$ cat src/rtl/core/mafc_pkg.sv
// Shared types, widths and lookup tables for the MPEG audio frame check.
// Used by every module under rtl/core; no dependencies.
package mafc_pkg;

  localparam int HDR_W  = 32;
  localparam int LEN_W  = 16;
  localparam int SIZE_W = 12;
  localparam int KB_W   = 9;
  localparam int SCL_W  = 18;
  localparam int NUM_W  = 26;
  localparam int RATE_W = 17;
  localparam int QUO_W  = SIZE_W;
  localparam int DSR_W  = RATE_W + QUO_W - 1;
  localparam int REM_W  = DSR_W + 1;
  localparam int IN_DATA_W  = 48;
  localparam int OUT_DATA_W = 16;

  localparam logic [HDR_W-1:0] SYNC_MASK = 32'hffe0_0000;
  localparam logic [SCL_W-1:0] SCALE_L1  = 18'd12000;
  localparam logic [SCL_W-1:0] SCALE_L23 = 18'd144000;
  localparam logic [LEN_W-1:0] MIN_LEN   = 16'd4;

  localparam logic [1:0] LAYER_RSVD = 2'b00;
  localparam logic [1:0] RIDX_RSVD  = 2'b11;

  localparam logic [1:0] VER_MPEG1  = 2'd0;
  localparam logic [1:0] VER_MPEG2  = 2'd1;
  localparam logic [1:0] VER_MPEG25 = 2'd2;

  localparam logic [KB_W-1:0] KBPS_TAB [2][3][16] = '{
    '{ '{9'd0, 9'd32, 9'd64, 9'd96, 9'd128, 9'd160, 9'd192, 9'd224,
         9'd256, 9'd288, 9'd320, 9'd352, 9'd384, 9'd416, 9'd448, 9'd0},
       '{9'd0, 9'd32, 9'd48, 9'd56, 9'd64, 9'd80, 9'd96, 9'd112,
         9'd128, 9'd160, 9'd192, 9'd224, 9'd256, 9'd320, 9'd384, 9'd0},
       '{9'd0, 9'd32, 9'd40, 9'd48, 9'd56, 9'd64, 9'd80, 9'd96,
         9'd112, 9'd128, 9'd160, 9'd192, 9'd224, 9'd256, 9'd320, 9'd0} },
    '{ '{9'd0, 9'd32, 9'd48, 9'd56, 9'd64, 9'd80, 9'd96, 9'd112,
         9'd128, 9'd144, 9'd160, 9'd176, 9'd192, 9'd224, 9'd256, 9'd0},
       '{9'd0, 9'd8, 9'd16, 9'd24, 9'd32, 9'd40, 9'd48, 9'd56,
         9'd64, 9'd80, 9'd96, 9'd112, 9'd128, 9'd144, 9'd160, 9'd0},
       '{9'd0, 9'd8, 9'd16, 9'd24, 9'd32, 9'd40, 9'd48, 9'd56,
         9'd64, 9'd80, 9'd96, 9'd112, 9'd128, 9'd144, 9'd160, 9'd0} }
  };

  typedef struct packed {
    logic [REM_W-1:0] rem;
    logic [DSR_W-1:0] dsr;
    logic [QUO_W-1:0] quo;
    logic             pad;
    logic             l1;
    logic             hv;
    logic [LEN_W-1:0] plen;
  } div_word_t;

  typedef struct packed {
    logic              ok;
    logic [SIZE_W-1:0] size;
    logic              hv;
  } res_word_t;

  function automatic logic [RATE_W-1:0] rate_hz(input logic [1:0] ver,
                                                input logic [1:0] ridx);
    logic [RATE_W-1:0] r;
    r = '0;
    unique case ({ver, ridx})
      {VER_MPEG1, 2'd0}:  r = 17'd44100;
      {VER_MPEG1, 2'd1}:  r = 17'd48000;
      {VER_MPEG1, 2'd2}:  r = 17'd32000;
      {VER_MPEG2, 2'd0}:  r = 17'd22050;
      {VER_MPEG2, 2'd1}:  r = 17'd24000;
      {VER_MPEG2, 2'd2}:  r = 17'd16000;
      {VER_MPEG25, 2'd0}: r = 17'd11025;
      {VER_MPEG25, 2'd1}: r = 17'd12000;
      {VER_MPEG25, 2'd2}: r = 17'd8000;
      default:            r = '0;
    endcase
    return r;
  endfunction

endpackage

$ cat src/rtl/core/mpeg_audio_frame_check.sv
// MPEG audio frame header check: decode cell, divider cell chain, tail cell.
// Depends on mafc_pkg, mafc_decode, mafc_div_cell, mafc_finish.
//
// Channel | Dir | Word bits (low to high)
// in_*    | in  | header_word[31:0], packet_length[47:32]
// out_*   | out | header_valid[0], frame_size[12:1], packet_ok[13], zero[15:14]
//
// One word accepted per cycle while the output is not stalled; each word passes
// decode, 12 divider cells and tail, one quotient bit per divider cell.
// Every cell holds its own valid bit, so bubbles collapse and input keeps
// flowing while a result waits at the output, until every cell is full.
// Reset (rst_n low, synchronous) empties all cells.
module mpeg_audio_frame_check (
  input  logic                              clk,
  input  logic                              rst_n,
  input  logic                              in_tvalid,
  output logic                              in_tready,
  input  logic [mafc_pkg::IN_DATA_W-1:0]    in_tdata,   // header_word, packet_length
  output logic                              out_tvalid,
  input  logic                              out_tready,
  output logic [mafc_pkg::OUT_DATA_W-1:0]   out_tdata   // header_valid, frame_size, packet_ok
);

  mafc_pkg::div_word_t  chain_w [mafc_pkg::QUO_W+1];
  logic                 chain_v [mafc_pkg::QUO_W+1];
  logic                 chain_rdy [mafc_pkg::QUO_W+1];
  mafc_pkg::res_word_t  res;

  mafc_decode u_decode (
    .clk       (clk),
    .rst_n     (rst_n),
    .in_valid  (in_tvalid),
    .in_ready  (in_tready),
    .hdr       (in_tdata[31:0]),
    .plen      (in_tdata[47:32]),
    .out_valid (chain_v[0]),
    .out_ready (chain_rdy[0]),
    .out_word  (chain_w[0])
  );

  for (genvar i = 0; i < mafc_pkg::QUO_W; i++) begin : g_div
    mafc_div_cell u_cell (
      .clk       (clk),
      .rst_n     (rst_n),
      .in_valid  (chain_v[i]),
      .in_ready  (chain_rdy[i]),
      .in_word   (chain_w[i]),
      .out_valid (chain_v[i+1]),
      .out_ready (chain_rdy[i+1]),
      .out_word  (chain_w[i+1])
    );
  end

  mafc_finish u_finish (
    .clk       (clk),
    .rst_n     (rst_n),
    .in_valid  (chain_v[mafc_pkg::QUO_W]),
    .in_ready  (chain_rdy[mafc_pkg::QUO_W]),
    .in_word   (chain_w[mafc_pkg::QUO_W]),
    .out_valid (out_tvalid),
    .out_ready (out_tready),
    .out_word  (res)
  );

  assign out_tdata = {2'b00, res.ok, res.size, res.hv};

  a_invalid_zero: assert property (@(posedge clk) disable iff (!rst_n)
    out_tvalid && !out_tdata[0] |-> out_tdata[12:1] == '0 && !out_tdata[13])
    else $error("invalid header with nonzero size or ok");

  a_ok_needs_valid: assert property (@(posedge clk) disable iff (!rst_n)
    out_tvalid && out_tdata[13] |-> out_tdata[0])
    else $error("packet_ok without header_valid");

  a_valid_size: assert property (@(posedge clk) disable iff (!rst_n)
    out_tvalid && out_tdata[0] |-> out_tdata[12:1] != '0)
    else $error("valid header with zero frame size");

  a_block_full: assert property (@(posedge clk) disable iff (!rst_n)
    !in_tready |-> out_tvalid && !out_tready)
    else $error("input blocked while output side can move");

endmodule

$ cat src/rtl/core/mafc_decode.sv
// Front cell: header field decode, bitrate/rate lookup, numerator multiply.
// Depends on mafc_pkg.
module mafc_decode (
  input  logic                          clk,
  input  logic                          rst_n,
  input  logic                          in_valid,
  output logic                          in_ready,
  input  logic [mafc_pkg::HDR_W-1:0]    hdr,
  input  logic [mafc_pkg::LEN_W-1:0]    plen,
  output logic                          out_valid,
  input  logic                          out_ready,
  output mafc_pkg::div_word_t           out_word
);

  logic [1:0]                     lcode;
  logic [1:0]                     ridx;
  logic [3:0]                     bidx;
  logic [1:0]                     li;
  logic                           lsf;
  logic [1:0]                     ver;
  logic [mafc_pkg::KB_W-1:0]      kb;
  logic [mafc_pkg::SCL_W-1:0]     scale;
  logic [mafc_pkg::RATE_W-1:0]    rate;
  logic [mafc_pkg::RATE_W-1:0]    den;
  logic [mafc_pkg::KB_W+mafc_pkg::SCL_W-1:0] prod;
  logic                           hv;
  logic                           v_r;
  mafc_pkg::div_word_t            w_r;
  mafc_pkg::div_word_t            w_nxt;

  assign lcode = hdr[18:17];
  assign ridx  = hdr[11:10];
  assign bidx  = hdr[15:12];
  assign li    = (lcode == mafc_pkg::LAYER_RSVD) ? 2'd0 : 2'd3 - lcode;
  assign lsf   = hdr[20] ? ~hdr[19] : 1'b1;
  assign ver   = !hdr[20] ? mafc_pkg::VER_MPEG25 :
                 (hdr[19] ? mafc_pkg::VER_MPEG1 : mafc_pkg::VER_MPEG2);
  assign kb    = mafc_pkg::KBPS_TAB[lsf][li][bidx];
  assign scale = (li == 2'd0) ? mafc_pkg::SCALE_L1 : mafc_pkg::SCALE_L23;
  assign rate  = mafc_pkg::rate_hz(ver, ridx);
  assign den   = (li == 2'd2 && lsf) ? {rate[mafc_pkg::RATE_W-2:0], 1'b0} : rate;
  assign prod  = kb * scale;

  assign hv = (plen >= mafc_pkg::MIN_LEN)
           && ((hdr & mafc_pkg::SYNC_MASK) == mafc_pkg::SYNC_MASK)
           && (lcode != mafc_pkg::LAYER_RSVD)
           && (ridx != mafc_pkg::RIDX_RSVD)
           && (kb != '0);

  always_comb begin
    w_nxt      = w_r;
    w_nxt.rem  = mafc_pkg::REM_W'(prod[mafc_pkg::NUM_W-1:0]);
    w_nxt.dsr  = {den, {(mafc_pkg::QUO_W-1){1'b0}}};
    w_nxt.quo  = '0;
    w_nxt.pad  = hdr[9];
    w_nxt.l1   = (li == 2'd0);
    w_nxt.hv   = hv;
    w_nxt.plen = plen;
  end

  assign in_ready = !v_r || out_ready;

  always_ff @(posedge clk) begin
    if (!rst_n) begin
      v_r <= 1'b0;
    end else if (in_ready) begin
      v_r <= in_valid;
    end
  end

  always_ff @(posedge clk) begin
    if (in_ready && in_valid) begin
      w_r <= w_nxt;
    end
  end

  assign out_valid = v_r;
  assign out_word  = w_r;

endmodule

$ cat src/rtl/core/mafc_div_cell.sv
// Restoring divider cell: one quotient bit per cell, remainder shifted on.
// Depends on mafc_pkg.
module mafc_div_cell (
  input  logic                 clk,
  input  logic                 rst_n,
  input  logic                 in_valid,
  output logic                 in_ready,
  input  mafc_pkg::div_word_t  in_word,
  output logic                 out_valid,
  input  logic                 out_ready,
  output mafc_pkg::div_word_t  out_word
);

  logic                         ge;
  logic [mafc_pkg::REM_W-1:0]   dsr_x;
  logic [mafc_pkg::REM_W-1:0]   part;
  logic                         v_r;
  mafc_pkg::div_word_t          w_r;
  mafc_pkg::div_word_t          w_nxt;

  assign dsr_x = {1'b0, in_word.dsr};
  assign ge    = (in_word.rem >= dsr_x);
  assign part  = ge ? (in_word.rem - dsr_x) : in_word.rem;

  always_comb begin
    w_nxt     = in_word;
    w_nxt.rem = {part[mafc_pkg::REM_W-2:0], 1'b0};
    w_nxt.quo = {in_word.quo[mafc_pkg::QUO_W-2:0], ge};
  end

  assign in_ready = !v_r || out_ready;

  always_ff @(posedge clk) begin
    if (!rst_n) begin
      v_r <= 1'b0;
    end else if (in_ready) begin
      v_r <= in_valid;
    end
  end

  always_ff @(posedge clk) begin
    if (in_ready && in_valid) begin
      w_r <= w_nxt;
    end
  end

  assign out_valid = v_r;
  assign out_word  = w_r;

endmodule

$ cat src/rtl/core/mafc_finish.sv
// Tail cell: adds padding, scales Layer I slots, compares packet length.
// Depends on mafc_pkg.
module mafc_finish (
  input  logic                 clk,
  input  logic                 rst_n,
  input  logic                 in_valid,
  output logic                 in_ready,
  input  mafc_pkg::div_word_t  in_word,
  output logic                 out_valid,
  input  logic                 out_ready,
  output mafc_pkg::res_word_t  out_word
);

  logic [mafc_pkg::SIZE_W-1:0]  slots;
  logic [mafc_pkg::SIZE_W-1:0]  size;
  logic                         v_r;
  mafc_pkg::res_word_t          w_r;
  mafc_pkg::res_word_t          w_nxt;

  assign slots = in_word.quo + mafc_pkg::SIZE_W'(in_word.pad);
  assign size  = in_word.l1 ? {slots[mafc_pkg::SIZE_W-3:0], 2'b00} : slots;

  always_comb begin
    w_nxt.hv   = in_word.hv;
    w_nxt.size = in_word.hv ? size : '0;
    w_nxt.ok   = in_word.hv && (in_word.plen == mafc_pkg::LEN_W'(size));
  end

  assign in_ready = !v_r || out_ready;

  always_ff @(posedge clk) begin
    if (!rst_n) begin
      v_r <= 1'b0;
    end else if (in_ready) begin
      v_r <= in_valid;
    end
  end

  always_ff @(posedge clk) begin
    if (in_ready && in_valid) begin
      w_r <= w_nxt;
    end
  end

  assign out_valid = v_r;
  assign out_word  = w_r;

endmodule

$ cat config.mk
export PLATFORM = sky130hd
export DESIGN_NAME = mpeg_audio_frame_check
export DESIGN_NICKNAME = d
export VERILOG_FILES = /design/src/rtl/core/mafc_pkg.sv /design/src/rtl/core/mpeg_audio_frame_check.sv /design/src/rtl/core/mafc_decode.sv /design/src/rtl/core/mafc_div_cell.sv /design/src/rtl/core/mafc_finish.sv
export SDC_FILE = /design/constraint.sdc
export NUM_CORES = 1
export LEC_CHECK = 0
export ABC_AREA = 1
export BUFFER_PORTS_ARGS = -buffer_cell sky130_fd_sc_hd__clkbuf_2
export CAP_MARGIN = 0
export CORE_MARGIN = 1
export CORE_UTILIZATION = 50
export CTS_CLUSTER_SIZE = 10
export DETAILED_ROUTE_END_ITERATION = 12
export GPL_TIMING_DRIVEN = 0
export PLACE_DENSITY = 0.66
export RECOVER_POWER = 25
export SETUP_SLACK_MARGIN = 0.02
export SLEW_MARGIN = 20
export SYNTH_ARGS = -nofsm -noshare
export SYNTH_HDL_FRONTEND = slang
export SYNTH_SLANG_ARGS = --single-unit
$ cat constraint.sdc
create_clock -name clk -period 7.2 [get_ports clk]
set_input_delay 1.08 -clock clk [delete_from_list [all_inputs] [get_ports clk]]
set_output_delay 1.08 -clock clk [all_outputs]
set_load 0.03 [all_outputs]
==> metrics.md, run 1 <==
| Metric | Value |
|---|---|
| Share of synthesized registers carrying an async set or reset | 0 |
| IO Port Bufs | 57 |
| H-tree depth reported by CTS | 3 |
| GRT Overall Usage | 0.196 |
| Maximum achievable frequency | 161 MHz |
| Ant diodes | 0 |
| Tightest Hold Check Type | register to register |
| Complex-gate fraction of the synthesized area | 0.0795 |
| CORE AREA | 75900 µm² |
| Detailed placement HPWL | 58.3 mm |
| Arrival time reported for the critical path endpoint | 6.60 ns |
| Total standard cell area after synthesis | 38400 µm² |
| Initial DRC Count | 1058 |
| Synth warnings | 0 |
| Worst clock skew on the final layout | 0.0533 ns |
| Layout Nets | 4040 |
| Slew HR | 0.307 |
| Post-route ant nets | 0 |
| First-pass GRT wire length | 121 mm |
| Maximum clock insertion buffer count | 3 |
| Final Slew Violations | 0 |
| Total setup violations reported at the end of the flow | 0 |
| Commonest non-fill, non-tap cells in the layout | 742 x sky130_fd_sc_hd__edfxtp_1, 727 x sky130_fd_sc_hd__nand2_1, 483 x sky130_fd_sc_hd__inv_1, 264 x sky130_fd_sc_hd__ha_1, 220 x sky130_fd_sc_hd__a21oi_1 |
| Post-synthesis instance total | 3528 |
| Setup fix buffers added after clock tree synthesis | 0 |
| Main combinational cell family by area after synthesis | simple AND/OR/NAND/NOR gates |
| Number of antenna violations at the first check in global routing | 1 |
| Reg-to-reg critical path startpoint | g_div[6].u_cell.out_word[46] |
| Pin count of the biggest net entering global routing | 61 |
| Reg-to-reg setup timing slack | 4.36 ns |
| Outcome | complete, no violations |
| Fraction of the yosys area taken by sequential cells | 0.587 |
| Min Tclk post-route | 6.20 ns |
| Via density per instance | 5.05 |
| Startpoint type of the worst setup path | input pin |
| Final global-route overflow total | 0 |
| Critical Path Start | in_tdata[17] |
| Skew-Pair Late Insertion Delay | 0.67 ns |
| Synthesized area divided by synthesized cell count | 10.9 µm² |
| Type of destination of the critical path | register |
| Count of maximum capacitance violations | 0 |
| Transition at the pin with the smallest max-transition slack | 1.03 ns |
| TritonCTS buffer count | 88 |
| CTS clock-pin slew for the worst setup and hold paths | 0.05 ns |
| Clock tree from TritonCTS | built |
| Via count of the routed design | 24100 |
| Number of cells traversed by the worst hold path | 0 |
| Post-CTS Resized | 0 |
| Total wirelength of the detailed-routed design | 74.6 mm |
| Required arrival time at the worst endpoint | 7.60 ns |
| Die footprint | 78000 µm² |
| Setup CP Type | input pin to register |
| Crit path max-delay cell type | sky130_fd_sc_hd__fa_1 |
| Most common cell after layout, fill and taps aside | sky130_fd_sc_hd__edfxtp_1 |
| Period utilisation layout | 0.862 |
| Pre-CTS setup slack | 0.338 ns |
| Number of primary I/O pins | 70 |
| Length of the first detailed-routing pass in iterations | 5 |
| Static leakage power | 18.0 nW |
| Distinct cell type count after synthesis | 65 |
| Final weighted congestion of routability-driven global placement | 0.883 |
| Count of cells along the worst register-to-register path | 9 |
| Starting utilization of the core area | 0.506 |
| Height of the die | 279 µm |
| Fraction of synthesized area in multiplexers | 0 |
| Detail-routed net length per standard cell | 15.6 µm |
| Unrepaired setup endpoints after global routing | false |
| CP most frequent cell | sky130_fd_sc_hd__inv_1 |
| Worst-case vdd ir drop | 175 µV |
| Hold Buf Count CTS | 0 |
| Adder-cell share of the synthesized area | 0.102 |
| Fraction of the mapped netlist area in simple logic gates | 0.140 |
| #FFs+latches synth | 756 |
| Final setup slack of the worst path | 0.997 ns |
| Number of synthesized flops with an enable pin | 742 |
| Final Hold Vio Count | 0 |
| DIE WIDTH | 279 µm |
| Synth Area in XOR/XNOR | 0.0344 |
| Number of placement rows | 101 |
| Total negative slack for setup checks | 0 ns |
| Synth Flop Type | sky130_fd_sc_hd__edfxtp_1 |
| Area grow syn2layout | 12.0% |
| Vias in the first global route | 24200 |
| Highest fanout seen on the critical path | 6 |
| Cell chosen for the clock root | sky130_fd_sc_hd__clkbuf_16 |
| Layout cell share with drive strength beyond 1 | 0.0861 |
| Drt drc | 0 |
| Hold Startpoint | g_div[7].u_cell.out_word[21] |
| Layout fillers | 6410 |
| Number of clock sinks | 756 |
| CP max stage delay | 0.57 ns |
| Power density relative to cell area | 241 nW/µm² |
==> path summary, 6_finish.rpt <==
kind,endpoint
hold reg to reg,g_div[8].u_cell.out_word[22]
setup reg to reg,g_div[7].u_cell.out_word[71]
setup / recovery,u_decode.out_word[82]
hold / removal,g_div[8].u_cell.out_word[22]
==> cell usage after synthesis (13+ instances only) <==
master,instances,share of area
sky130_fd_sc_hd__xnor2_1,62,0.014
sky130_fd_sc_hd__or2_2,13,0.0021
sky130_fd_sc_hd__inv_1,490,0.048
sky130_fd_sc_hd__a21o_1,28,0.0055
sky130_fd_sc_hd__fa_1,31,0.016
sky130_fd_sc_hd__buf_2,13,0.0017
sky130_fd_sc_hd__nand2_1,727,0.071
sky130_fd_sc_hd__o21ai_0,152,0.020
sky130_fd_sc_hd__o21bai_1,17,0.0033
sky130_fd_sc_hd__dfxtp_1,14,0.0073
sky130_fd_sc_hd__nand2_2,15,0.0024
sky130_fd_sc_hd__nand4_1,29,0.0047
sky130_fd_sc_hd__o21ai_2,25,0.0057
sky130_fd_sc_hd__nand3_1,183,0.024
sky130_fd_sc_hd__edfxtp_1,742,0.58
sky130_fd_sc_hd__a21oi_1,223,0.029
sky130_fd_sc_hd__nor3_1,30,0.0039
sky130_fd_sc_hd__nand3b_1,16,0.0031
sky130_fd_sc_hd__nor2_1,198,0.019
sky130_fd_sc_hd__ha_1,264,0.086
sky130_fd_sc_hd__a31oi_1,15,0.0024
sky130_fd_sc_hd__xor2_1,89,0.020
==> cells by family after synthesis <==
| kind of cell | after synthesis |
|---|---|
| AOI/OAI and AO/OA | 523 |
| xor gates and xnor gates | 151 |
| adders and majority gates | 295 |
| buffers and inverters | 545 |
| DFF | 756 |
| other | 1 |
| and+or+nand+nor | 1257 |
==> through the flow <==
stage | total power [W] | cells | area (µm²) | util | hold WS, ns
6_report | 0.0104 | 4768 | 43100 | 0.567 | 0.388
5_1_grt | 0.0109 | 4768 | 43100 | 0.567 | 0.396
4_1_cts | 0.0105 | 4768 | 43100 | 0.567 | 0.386
3_5_place_dp | 0.00650 | 4633 | 40500 | 0.533 | 0.405
3_3_place_gp | 0.00648 | 4618 | 40000 | 0.527 | 0.400
2_1_floorplan | 0.00614 | 3531 | 38500 | - | 0.400
==> layout make-up <==
| type | instances | area (µm²) | share of cell area |
|---|---|---|---|
| Clock inverter | 15 | 236 | 0.00549 |
| Tap cell | 1030 | 1290 | 0.0299 |
| Timing Repair Buffer | 72 | 661 | 0.0153 |
| Buffer | 45 | 314 | 0.00730 |
| Multi-Input combinational cell | 2230 | 13800 | 0.320 |
| Sequential cell | 756 | 22600 | 0.524 |
| Clock buffer | 120 | 2330 | 0.0542 |
| Inverter | 500 | 1890 | 0.0439 |
==> report_power, final <==
group	total [W]	switching, W	internal, W
clock network	0.00396	0.00169	0.00227
registers	0.00508	0.0000951	0.00499
logic	0.00133	0.000809	0.000521
total	0.0104	0.00260	0.00777
==> state kept, by name, indices dropped and copies added (netlist names) <==
signal,cells
u_finish.out_valid,1
g_div.u_cell.out_valid,12
u_decode.out_word,53
u_finish.out_word,14
u_decode.out_valid,1
g_div.u_cell.out_word,675
==> metal layers <==
layer | up-vias | part of all wire | GRT usage
met1 | 11100 | 0.41 | 0.223
met4 | 0 | 0.036 | 0.0806
met2 | 381 | 0.52 | 0.368
li1 | 12400 | - | -
met3 | 156 | 0.033 | 0.0259
met5 | - | 0 | 0
==> critical path: cells and delay by family <==
| kind | cells | cell delay, ns |
|---|---|---|
| adder cells (fa/ha/maj) | 7 | 2.69 |
| AND/OR/NAND/NOR | 7 | 1.04 |
| AO/OA/AOI/OAI | 6 | 1.04 |
| buffers and inverters | 6 | 0.57 |
| XOR/XNOR | 1 | 0.15 |
Note: power is estimated with default switching activity, not from simulation.
==> inputs of run 2 (changes only) <==
--- a/config.mk
+++ b/config.mk
@@ -13,10 +13,11 @@
 export CTS_CLUSTER_SIZE = 10
 export DETAILED_ROUTE_END_ITERATION = 12
 export GPL_TIMING_DRIVEN = 0
-export PLACE_DENSITY = 0.66
-export RECOVER_POWER = 25
+export PLACE_DENSITY_LB_ADDON = 0.15
+export RECOVER_POWER = 100
 export SETUP_SLACK_MARGIN = 0.02
 export SLEW_MARGIN = 20
 export SYNTH_ARGS = -nofsm -noshare
 export SYNTH_HDL_FRONTEND = slang
+export SYNTH_HIERARCHICAL = 1
 export SYNTH_SLANG_ARGS = --single-unit
==> metrics.md, run 2 <==
| Metric | Value |
|---|---|
| Height of the die | 363 µm (was 279 µm) |
| Setup fix buffers added after clock tree synthesis | 0 (unchanged) |
| Maximum achievable frequency | 160 MHz (was 161 MHz) |
| Type of destination of the critical path | register (unchanged) |
| Worst clock skew on the final layout | 0.0316 ns (was 0.0533 ns) |
| CORE AREA | 129000 µm² (was 75900 µm²) |
| Post-route ant nets | 0 (unchanged) |
| Standard cell area after detailed placement | 69000 µm² (was 40500 µm²) |
| Slew HR | -0.271 (was 0.307) |
| Violations in the final reports | max-capacitance violations, max-slew violations |
| Pre-CTS setup slack | 0.526 ns (was 0.338 ns) |
| Number of primary I/O pins | 70 (unchanged) |
| Layout cell share with drive strength beyond 1 | 0.0540 (was 0.0861) |
| CP max stage delay | 0.54 ns (was 0.57 ns) |
| Cell-by-cell trace of the critical path | clkbuf_1 > inv_1 > ha_1 > inv_1 > ha_1 > nand2_1 > o21ai_0 > nand2_1 > a21oi_1 > nand2_1 > nor2_1 > inv_1 > fa_1 > inv_1 > fa_1 > fa_1 > ha_1 > ha_1 > a21oi_1 > nand2_1 > a21oi_1 > o21ai_0 > a21oi_1 > xor2_1 |
| Placed insts | 9949 (was 4633) |
| Power density relative to cell area | 203 nW/µm² (was 241 nW/µm²) |
| Highest fanout seen on the critical path | 6 (unchanged) |
| Number of antenna violations at the first check in global routing | 0 (was 1) |
| Detail-routed net length per standard cell | 17.7 µm (was 15.6 µm) |
| Final weighted congestion of routability-driven global placement | 0.955 (was 0.883) |
| Final Hold Vio Count | 0 (unchanged) |
| Tightest Hold Check Type | register to register (unchanged) |
| Period utilisation layout | 0.868 (was 0.862) |
| Synth warnings | 6 (was 0) |
| CTS clock-pin slew for the worst setup and hold paths | 0.06 ns (was 0.05 ns) |
| Drt drc | 0 (unchanged) |
| Total wirelength of the detailed-routed design | 179 mm (was 74.6 mm) |
| Number of placement rows | 132 (was 101) |
| Cell area after layout | 71100 µm² (was 43100 µm²) |
| Detailed placement HPWL | 146 mm (was 58.3 mm) |
| Total standard cell area after synthesis | 65200 µm² (was 38400 µm²) |
| Maximum clock insertion buffer count | 3 (unchanged) |
| Initial DRC Count | 4317 (was 1058) |
| Startpoint type of the worst setup path | input pin (unchanged) |
| Static leakage power | 35.1 nW (was 18.0 nW) |
| Die footprint | 132000 µm² (was 78000 µm²) |
| First-pass GRT wire length | 276 mm (was 121 mm) |
| Area grow syn2layout | 9.11% (was 12.0%) |
| Skew-Pair Late Insertion Delay | 0.73 ns (was 0.67 ns) |
| Layout Nets | 8813 (was 4040) |
| Unrepaired setup endpoints after global routing | false (unchanged) |
| Critical path buffer and inverter count | 5 (was 6) |
| Cell chosen for the clock root | sky130_fd_sc_hd__clkbuf_16 (unchanged) |
| Number of flip-flops under the largest register name | 922 (was 675) |
| Crit path max-delay cell type | sky130_fd_sc_hd__fa_1 (unchanged) |
| Commonest non-fill, non-tap cells in the layout | 2783 x sky130_fd_sc_hd__nand2_1, 1651 x sky130_fd_sc_hd__inv_1, 989 x sky130_fd_sc_hd__edfxtp_1, 814 x sky130_fd_sc_hd__nand3_1, 403 x sky130_fd_sc_hd__ha_1 (was 742 x sky130_fd_sc_hd__edfxtp_1, 727 x sky130_fd_sc_hd__nand2_1, 483 x sky130_fd_sc_hd__inv_1, 264 x sky130_fd_sc_hd__ha_1, 220 x sky130_fd_sc_hd__a21oi_1) |
| TritonCTS buffer count | 118 (was 88) |
| Transition at the pin with the smallest max-transition slack | 1.91 ns (was 1.03 ns) |
| Count of maximum capacitance violations | 4 (was 0) |
| Via density per instance | 5.07 (was 5.05) |
| Final Slew Violations | 71 (was 0) |
| Pin count of the biggest net entering global routing | 27 (was 61) |
| IO Port Bufs | 54 (was 57) |
| Outcome | finished with violations (was complete, no violations) |
| Number of clock sinks | 1003 (was 756) |
| Required arrival time at the worst endpoint | 7.75 ns (was 7.60 ns) |
| Hold Buf Count CTS | 0 (unchanged) |
| Power consumption | 0.0144 W (was 0.0104 W) |
| H-tree depth reported by CTS | 3 (unchanged) |
| Length of the first detailed-routing pass in iterations | 6 (was 5) |
| DIE WIDTH | 363 µm (was 279 µm) |
| Starting utilization of the core area | 0.504 (was 0.506) |
| Post-synthesis instance total | 8089 (was 3528) |
| Total negative slack for setup checks | 0 ns (unchanged) |
| Post-CTS Resized | 0 (unchanged) |
| Most common cell after layout, fill and taps aside | sky130_fd_sc_hd__nand2_1 (was sky130_fd_sc_hd__edfxtp_1) |
| Final global-route overflow total | 0 (unchanged) |
| Min Tclk post-route | 6.25 ns (was 6.20 ns) |
| Worst-case vdd ir drop | 193 µV (was 175 µV) |
| Family with the most delay on the worst path | adder cells (unchanged) |
| GRT Overall Usage | 0.272 (was 0.196) |
| Setup CP Type | input pin to register (unchanged) |
| Filler-free cell count of the finished design | 10100 (was 4768) |
| Clock tree from TritonCTS | built (unchanged) |
| Synthesized area divided by synthesized cell count | 8.06 µm² (was 10.9 µm²) |
| Arrival time reported for the critical path endpoint | 6.80 ns (was 6.60 ns) |
| Via count of the routed design | 51400 (was 24100) |
| Final setup slack of the worst path | 0.950 ns (was 0.997 ns) |
| Vias in the first global route | 48300 (was 24200) |
| Total setup violations reported at the end of the flow | 0 (unchanged) |
-- run 2: report_power, final --
| group | switching (W) | leakage (nW) | total [W] | internal (W) |
|---|---|---|---|---|
| registers | 0.000112 | 9.10 | 0.00671 | 0.00660 |
| clock network | 0.00229 | 1.69 | 0.00547 | 0.00318 |
| logic | 0.00146 | 24.3 | 0.00222 | 0.000762 |
| total | 0.00386 | 35.1 | 0.0144 | 0.0105 |
-- run 2: path summary, 6_finish.rpt --
| check | start | end | slack (ns) | depth (start not counted) |
|---|---|---|---|---|
| max reg2reg | u_finish/out_valid | g_div[4].u_cell/out_word[56] | 1.47 | 20 |
| max | in_tdata[17] | u_decode/out_word[82] | 0.95 | 24 |
| min reg2reg | u_decode/out_word[4] | g_div[0].u_cell/out_word[4] | 0.40 | 0 |
| min | u_decode/out_word[4] | g_div[0].u_cell/out_word[4] | 0.40 | 0 |
-- run 2: per-layer routing --
layer | up-vias | share of wire | global-route usage
met5 | - | 0 | 0
met4 | 0 | 0.026 | 0.0716
met3 | 242 | 0.054 | 0.0273
met2 | 1399 | 0.47 | 0.455
met1 | 23700 | 0.45 | 0.376
li1 | 26100 | - | -
-- run 2: per-stage QoR --
stage	util	hold WS, ns
final	0.550	0.403
after global routing	0.550	0.416
after CTS	0.560	0.413
after detailed placement	0.533	0.405
after global placement	0.524	0.401
after floorplan	-	0.400
-- run 2: cell type report --
cell class | instances | area (µm²)
diodes | 1 | 2.50
plain buffers | 127 | 913
clock buffers | 158 | 3160
clock inverters | 27 | 354
fillers | 12300 | 58200
inverters | 1692 | 6360
multi-input cells | 5291 | 27700
flip-flops and latches | 1003 | 30000
well taps | 1742 | 2180
repair buffers | 94 | 473
